File: src/hw/rtl/slew_limited_two_axis_tracker_defines.svh
// ----------------------------------------------------------------------------
// Slew-limited two-axis tracker: assertion macros
// Concurrent assertion helpers clocked on clk_i, disabled during reset.
// ----------------------------------------------------------------------------
`ifndef SLEW_LIMITED_TWO_AXIS_TRACKER_DEFINES_SVH
`define SLEW_LIMITED_TWO_AXIS_TRACKER_DEFINES_SVH

// same-cycle implication
`define SLTA_ASSERT_IMPL(label, ante, cons) \
  label: assert property (@(posedge clk_i) disable iff (!rst_ni) (ante) |-> (cons)) \
    else $error("slta assertion failed");

// next-cycle implication
`define SLTA_ASSERT_NEXT(label, ante, cons) \
  label: assert property (@(posedge clk_i) disable iff (!rst_ni) (ante) |=> (cons)) \
    else $error("slta assertion failed");

`endif

File: src/hw/rtl/slta_pkg.sv
// ----------------------------------------------------------------------------
// Slew-limited two-axis tracker package
// Beat types, register indexes, reset values and saturation helper.
// ----------------------------------------------------------------------------
package slta_pkg;

  typedef enum logic [1:0] {
    ST_NOT_REACHED = 2'd0,
    ST_REACHED     = 2'd1,
    ST_CANT_REACH  = 2'd2
  } status_e;

  typedef enum logic [2:0] {
    CFG_YAW_STEP   = 3'd0,
    CFG_PITCH_STEP = 3'd1,
    CFG_YAW_MIN    = 3'd2,
    CFG_YAW_MAX    = 3'd3,
    CFG_PITCH_MIN  = 3'd4,
    CFG_PITCH_MAX  = 3'd5
  } cfg_idx_e;

  typedef struct packed {
    logic              command;
    logic signed [15:0] target_yaw;
    logic signed [15:0] target_pitch;
    logic [12:0]       blend;
  } in_t;

  typedef struct packed {
    status_e           status;
    logic signed [15:0] yaw_out;
    logic signed [15:0] pitch_out;
  } out_t;

  typedef struct packed {
    logic [14:0]        step;
    logic signed [15:0] lo;
    logic signed [15:0] hi;
  } axis_cfg_t;

  typedef struct packed {
    logic snap;
    logic clamp;
  } axis_flags_t;

  localparam logic [14:0]        YawStepRst  = 15'd410;
  localparam logic [14:0]        PitchStepRst = 15'd410;
  localparam logic signed [15:0] YawMinRst   = -16'sd12868;
  localparam logic signed [15:0] YawMaxRst   = 16'sd12868;
  localparam logic signed [15:0] PitchMinRst = -16'sd6434;
  localparam logic signed [15:0] PitchMaxRst = 16'sd6434;

  // blend above 0.9 in Q1.12
  localparam logic [12:0] BlendReachedMin = 13'd3687;

  function automatic logic signed [15:0] sat16(input logic signed [17:0] v);
    logic signed [15:0] r;
    if (v > 18'sd32767) begin
      r = 16'sh7fff;
    end else if (v < -18'sd32768) begin
      r = 16'sh8000;
    end else begin
      r = v[15:0];
    end
    return r;
  endfunction

endpackage

File: src/hw/rtl/slew_limited_two_axis_tracker.sv
// ----------------------------------------------------------------------------
// Slew-limited two-axis tracker
// Holds yaw and pitch (Q3.12 rad); steps or blends them toward a target and
// clamps each to its limits, reporting reached / not reached / cannot reach.
// ----------------------------------------------------------------------------
// Usage:
//   in  channel: valid/ready beat of slta_pkg::in_t (command, targets, blend).
//   out channel: valid/ready beat of slta_pkg::out_t, one per input beat,
//                in order.
//   cfg channel: valid/ready write of a register index and data; always ready.
//                Write only while no beat is in flight.
//   An accepted beat sits in the input register; the update of both axes is
//   computed combinationally from it and the held angles and lands in the
//   output register. Throughput is one beat per cycle while the out
//   channel is not stalled; the angle registers feed back through the
//   combinational update.
//   A stalled out channel holds its beat; the input register still takes one
//   more beat, then in_ready_o drops until the output is taken.
//   Reset (rst_ni low, async) clears both angles to zero, empties both
//   registers and loads the default steps and limits.
// ----------------------------------------------------------------------------
`include "slew_limited_two_axis_tracker_defines.svh"

module slew_limited_two_axis_tracker (
  input  logic                  clk_i,
  input  logic                  rst_ni,
  input  logic                  in_valid_i,
  output logic                  in_ready_o,
  input  slta_pkg::in_t         in_data_i,
  output logic                  out_valid_o,
  input  logic                  out_ready_i,
  output slta_pkg::out_t        out_data_o,
  input  logic                  cfg_valid_i,
  output logic                  cfg_ready_o,
  input  logic [2:0]            cfg_index_i,
  input  logic [15:0]           cfg_data_i
);

  slta_pkg::axis_cfg_t   yaw_cfg_q, pitch_cfg_q;
  slta_pkg::in_t         in_q;
  logic                  in_valid_q;
  slta_pkg::out_t        out_q, out_d;
  logic                  out_valid_q;
  logic signed [15:0]    cur_yaw_q, cur_pitch_q;
  logic signed [15:0]    yaw_next, pitch_next;
  slta_pkg::axis_flags_t yaw_flags, pitch_flags;
  logic                  advance;

  assign advance     = in_valid_q && (out_ready_i || !out_valid_q);
  assign in_ready_o  = !in_valid_q || advance;
  assign out_valid_o = out_valid_q;
  assign out_data_o  = out_q;
  assign cfg_ready_o = 1'b1;

  slta_axis u_yaw (
    .command_i (in_q.command),
    .cur_i     (cur_yaw_q),
    .tgt_i     (in_q.target_yaw),
    .blend_i   (in_q.blend),
    .cfg_i     (yaw_cfg_q),
    .next_o    (yaw_next),
    .flags_o   (yaw_flags)
  );

  slta_axis u_pitch (
    .command_i (in_q.command),
    .cur_i     (cur_pitch_q),
    .tgt_i     (in_q.target_pitch),
    .blend_i   (in_q.blend),
    .cfg_i     (pitch_cfg_q),
    .next_o    (pitch_next),
    .flags_o   (pitch_flags)
  );

  always_comb begin
    out_d.yaw_out   = yaw_next;
    out_d.pitch_out = pitch_next;
    if (in_q.command) begin
      if (yaw_flags.clamp || pitch_flags.clamp) begin
        out_d.status = slta_pkg::ST_CANT_REACH;
      end else if (in_q.blend >= slta_pkg::BlendReachedMin) begin
        out_d.status = slta_pkg::ST_REACHED;
      end else begin
        out_d.status = slta_pkg::ST_NOT_REACHED;
      end
    end else begin
      // a moving pitch overrides the yaw result
      if (pitch_flags.clamp) begin
        out_d.status = slta_pkg::ST_CANT_REACH;
      end else if (!pitch_flags.snap) begin
        out_d.status = slta_pkg::ST_NOT_REACHED;
      end else if (yaw_flags.clamp) begin
        out_d.status = slta_pkg::ST_CANT_REACH;
      end else if (yaw_flags.snap) begin
        out_d.status = slta_pkg::ST_REACHED;
      end else begin
        out_d.status = slta_pkg::ST_NOT_REACHED;
      end
    end
  end

  always_ff @(posedge clk_i or negedge rst_ni) begin
    if (!rst_ni) begin
      yaw_cfg_q.step   <= slta_pkg::YawStepRst;
      yaw_cfg_q.lo     <= slta_pkg::YawMinRst;
      yaw_cfg_q.hi     <= slta_pkg::YawMaxRst;
      pitch_cfg_q.step <= slta_pkg::PitchStepRst;
      pitch_cfg_q.lo   <= slta_pkg::PitchMinRst;
      pitch_cfg_q.hi   <= slta_pkg::PitchMaxRst;
    end else if (cfg_valid_i) begin
      case (cfg_index_i)
        slta_pkg::CFG_YAW_STEP:   yaw_cfg_q.step   <= cfg_data_i[14:0];
        slta_pkg::CFG_PITCH_STEP: pitch_cfg_q.step <= cfg_data_i[14:0];
        slta_pkg::CFG_YAW_MIN:    yaw_cfg_q.lo     <= cfg_data_i;
        slta_pkg::CFG_YAW_MAX:    yaw_cfg_q.hi     <= cfg_data_i;
        slta_pkg::CFG_PITCH_MIN:  pitch_cfg_q.lo   <= cfg_data_i;
        slta_pkg::CFG_PITCH_MAX:  pitch_cfg_q.hi   <= cfg_data_i;
        default: ;
      endcase
    end
  end

  always_ff @(posedge clk_i or negedge rst_ni) begin
    if (!rst_ni) begin
      in_valid_q  <= 1'b0;
      out_valid_q <= 1'b0;
      cur_yaw_q   <= '0;
      cur_pitch_q <= '0;
    end else begin
      if (in_ready_o) begin
        in_valid_q <= in_valid_i;
      end
      if (advance) begin
        out_valid_q <= 1'b1;
        cur_yaw_q   <= yaw_next;
        cur_pitch_q <= pitch_next;
      end else if (out_ready_i) begin
        out_valid_q <= 1'b0;
      end
    end
  end

  always_ff @(posedge clk_i) begin
    if (in_ready_o && in_valid_i) begin
      in_q <= in_data_i;
    end
    if (advance) begin
      out_q <= out_d;
    end
  end

  `SLTA_ASSERT_NEXT(a_advance_fills_out, advance, out_valid_q)
  `SLTA_ASSERT_NEXT(a_state_matches_out, advance,
                    cur_yaw_q == out_q.yaw_out && cur_pitch_q == out_q.pitch_out)
  `SLTA_ASSERT_IMPL(a_stall_cause, !in_ready_o,
                    in_valid_q && out_valid_q && !out_ready_i)

endmodule

File: src/hw/rtl/slta_axis.sv
// ----------------------------------------------------------------------------
// Slew-limited tracker: one axis
// Step or blend update of one angle followed by the limit clamp.
// ----------------------------------------------------------------------------
module slta_axis (
  input  logic                   command_i,
  input  logic signed [15:0]     cur_i,
  input  logic signed [15:0]     tgt_i,
  input  logic [12:0]            blend_i,
  input  slta_pkg::axis_cfg_t    cfg_i,
  output logic signed [15:0]     next_o,
  output slta_pkg::axis_flags_t  flags_o
);

  logic signed [16:0] diff;
  logic [16:0]        abs_diff;
  logic               snap;
  logic [17:0]        cur_x;
  logic [17:0]        step_x;
  logic [17:0]        slew_sum;
  logic signed [15:0] slewed;
  logic signed [29:0] prod;
  logic signed [15:0] scaled;
  logic signed [15:0] pre;

  assign diff     = $signed({cur_i[15], cur_i}) - $signed({tgt_i[15], tgt_i});
  assign abs_diff = diff[16] ? 17'(~diff + 17'sd1) : 17'(diff);
  assign snap     = abs_diff < {2'b00, cfg_i.step};

  assign cur_x    = {{2{cur_i[15]}}, cur_i};
  assign step_x   = {3'b000, cfg_i.step};
  assign slew_sum = (cur_i > tgt_i) ? (cur_x - step_x) : (cur_x + step_x);
  assign slewed   = snap ? tgt_i : slta_pkg::sat16($signed(slew_sum));

  // floor(tgt * blend / 4096) is an arithmetic shift of the product
  assign prod   = tgt_i * $signed({1'b0, blend_i});
  assign scaled = slta_pkg::sat16($signed(prod[29:12]));

  assign pre = command_i ? scaled : slewed;

  always_comb begin
    next_o        = pre;
    flags_o.snap  = snap;
    flags_o.clamp = 1'b0;
    if (pre < cfg_i.lo) begin
      next_o        = cfg_i.lo;
      flags_o.clamp = 1'b1;
    end else if (pre > cfg_i.hi) begin
      next_o        = cfg_i.hi;
      flags_o.clamp = 1'b1;
    end
  end

endmodule
File: config.mk
export PLATFORM = sky130hd
export DESIGN_NAME = slew_limited_two_axis_tracker
export DESIGN_NICKNAME = d
export VERILOG_FILES = /design/src/hw/rtl/slta_pkg.sv /design/src/hw/rtl/slew_limited_two_axis_tracker.sv /design/src/hw/rtl/slta_axis.sv
export VERILOG_INCLUDE_DIRS = /design/src /design/src/hw/rtl
export SDC_FILE = /design/constraint.sdc
export NUM_CORES = 2
export LEC_CHECK = 0
export BUFFER_PORTS_ARGS = -buffer_cell sky130_fd_sc_hd__buf_2
export CORE_MARGIN = 2
export CORE_UTILIZATION = 40
export DETAILED_ROUTE_END_ITERATION = 16
export HOLD_SLACK_MARGIN = 0.1
export PLACE_DENSITY_LB_ADDON = 0.3
export SKIP_LAST_GASP = 1
export SYNTH_ARGS = -nofsm -noshare
export SYNTH_HDL_FRONTEND = slang
export SYNTH_SLANG_ARGS = --single-unit
export TNS_END_PERCENT = 1
File: constraint.sdc
create_clock -name clk_i -period 25.7 [get_ports clk_i]
set_input_delay 5.14 -clock clk_i [delete_from_list [all_inputs] [get_ports clk_i]]
set_output_delay 5.14 -clock clk_i [all_outputs]
set_load 0.005 [all_outputs]
==> reports/qor.yml <==
syn_area_per_cell_um2: 8.91
first_iter_violations: 2076
r2r-start: "in_q[28]$_DFFE_PP_"
synth_compound_area_share_pct: 13.2
finalMaxSlewViolations: 0
max_freq_ghz: 0.0901
start_util_pct: 40.5
synth_top_family_by_area: "adder cells"
insertion_delay_ns: 0.59
status: "completed"
cp.arrival_ns: 11.57
yosys_register_bits: 208
final_nets: 4421
die_w_um: 287
ys_seq_area_share_pct: 17.6
clkSinkCount: 208
critPathBufInv: 4
reg2regPathDepth: 31
syn_nets: 4388
slew_headroom_pct: 15.9
skew_ns: 0.0297
clockRootBuffer: "clkbuf_16"
vias: 25800
layout_min_cycle_time_ns: 11.10
rsz0062_at_grt: "false"
synth-edff-count: 80
layout-drive-gt1-share_pct: 9.15
grt_util_all_layers_pct: 23.6
cts.clk_slew.worst_paths_ns: 0.06
gr-total-overflow: 0
die-area_um2: 82600
layout_common_cells: "654 x inv_1, 406 x fa_1, 398 x nand2_1"
grt_pass1_vias: 25800
ctsHoldBuffers: 0
hold_violations: 0
num_rows: 103
critPathTopFamily: "adder cells"
dp_hpwl_mm: 73.8
firstDrtPassIters: 6
h-tree-depth: 1
post_cts_resize_count: 0
numPortBuffers: 105
antenna_found_initial: 3
cp-end-kind: "register"
fin_crit_sh_pct: 43.2
cp-start-kind: "register"
grt_max_degree: 78
critPathCapture: "cur_pitch_q[7]$_DFFE_PN0P_"
timing.rr.end: "cur_pitch_q[7]$_DFFE_PN0P_"
final_cells: 4712
synthXorXnorAreaFrac_pct: 3.74
critical_path_class: "reg2reg"
clk_path_buf_depth: 3
crit_path_frequent_cell: "fa_1"
area_growth_pct: 7.96
min_path_type: "reg2reg"
postRouteAntennaNets: 0
mappedNetlistArea_um2: 32100
finalSetupViolations: 0
critical_path.slowest_cell: "o221ai_1"
cts_tree: "built"
cts_made_buffers: 27
pin_count: 107
worstPathMaxFanout: 18
wl_per_cell_um: 20.3
r2r_setup_slack_ns: 14.60
place_inst: 4662
routabilityCongestion: 0.943
startpoint: "in_q[28]$_DFFE_PP_"
drc: 0
ys_types: 98
routed_wl_mm: 95.7
grt_pass1_wl_mm: 150
post_cts_buffers: 0
yosys.area_share.simple_pct: 16.0
fill_cells: 7826
seq_area_um2: 5660
ys.flop_type: "dfrtp_1"
tightest_slew_ns: 1.26
viasPerCell: 5.47
synth_cells: 3608
ys_async_sr_fraction_pct: 61.5
cp.required_ns: 26.17
tns_ns: 0
synth-adder-area-share_pct: 37.3
yosys_warnings: 0
layout_commonest_cell: "inv_1"
die_h_um: 287
multi_input_area_um2: 23500
core_um2: 79300
cap_violations: 0
n_antenna_cell: 0
muxShareOfSynthArea_pct: 2.81
worst-path-stages: 31
cpPeakStageDelay_ns: 1.02
cell families after synthesis:
kind of cell / after synthesis
buffers and inverters: 791
xor gates and xnor gates: 134
and+or+nand+nor: 1040
AOI/OAI and AO/OA: 638
muxes: 80
DFF: 208
adders and majority gates: 716
other: 1
registers in the layout (all words and copies together), names as in the netlist:
name         flops
cur_pitch_q     16
cur_yaw_q       16
in_q            46
in_valid_q       1
out_data_o      34
out_valid_o      1
pitch_cfg_q     47
yaw_cfg_q       47
synthesized netlist by cell type, types with 28 or more instances:
master    count  share of area, %
a21o_1       49               1.1
a21oi_1     120               1.9
and2_1      224               4.4
clkbuf_1    126               1.5
dfrtp_1      87               6.8
dfstp_2      41               3.4
edfxtp_1     80               7.5
fa_1        406                25
ha_1        304                12
inv_1       654               7.6
mux2_2       58               2.0
nand2_1     398               4.6
nand2b_1     33              0.64
nand3_1      39              0.61
nand4_1      41              0.80
nor2_1      148               1.7
nor3_1       36              0.56
o211ai_1     28              0.65
o21ai_0     180               2.8
xnor2_1     100               2.7
xor2_1       32              0.87
cell type report:
cell class	instances	area share, %
multi-input combinational	2609	67.8
sequential	208	16.3
inverter	656	7.10
tap	1050	3.79
timing repair buffer	139	2.27
clock buffer	33	2.22
clock inverter	17	0.559
worst reg2reg max path: cells and delay by family (launching register included):
family | cells | cell delay, ns
compound gates | 8 | 3.15
xor+xnor | 1 | 0.22
fa+ha+maj | 8 | 3.63
buf+inv | 4 | 0.50
flops | 1 | 0.70
mux | 2 | 0.66
simple gates | 8 | 2.10
how the worst min path moves through the flow:
stage               cells after the start                     endpoint                   startpoint
floorplan                               1      out_valid_o$_DFFE_PN0P_       in_valid_q$_DFFE_PN0N_
global placement                        1      out_valid_o$_DFFE_PN0P_       in_valid_q$_DFFE_PN0N_
detailed placement                      1      out_valid_o$_DFFE_PN0P_       in_valid_q$_DFFE_PN0N_
CTS                                     1      out_valid_o$_DFFE_PN0P_       in_valid_q$_DFFE_PN0N_
global route                            1  pitch_cfg_q[10]$_DFFE_PN0P_  pitch_cfg_q[10]$_DFFE_PN0P_
finish                                  1      out_valid_o$_DFFE_PN0P_       in_valid_q$_DFFE_PN0N_
metrics by stage:
step | utilization [%] | instance area, µm² | worst slack [ns] | hold slack, ns
2_1_floorplan | - | 32100 | 15.25 | 0.457
3_3_place_gp | 42.5 | 33700 | 14.92 | 0.481
3_5_place_dp | 42.5 | 33700 | 14.80 | 0.485
4_1_cts | 43.8 | 34700 | 14.75 | 0.501
5_1_grt | 43.8 | 34700 | 13.93 | 0.515
6_report | 43.8 | 34700 | 14.60 | 0.495
per-layer routing:
layer  vias to the layer above  wire length [µm]  track usage, %
li1                      11900                 -               -
met5                         -                27               0
met4                         4              2950            6.78
met3                       139              7190            3.83
met2                       880             42200            37.0
met1                     12900             43300            33.7
Power is not shown: default switching activity piles up to over one toggle a cycle in this logic, so the estimate is an artifact.
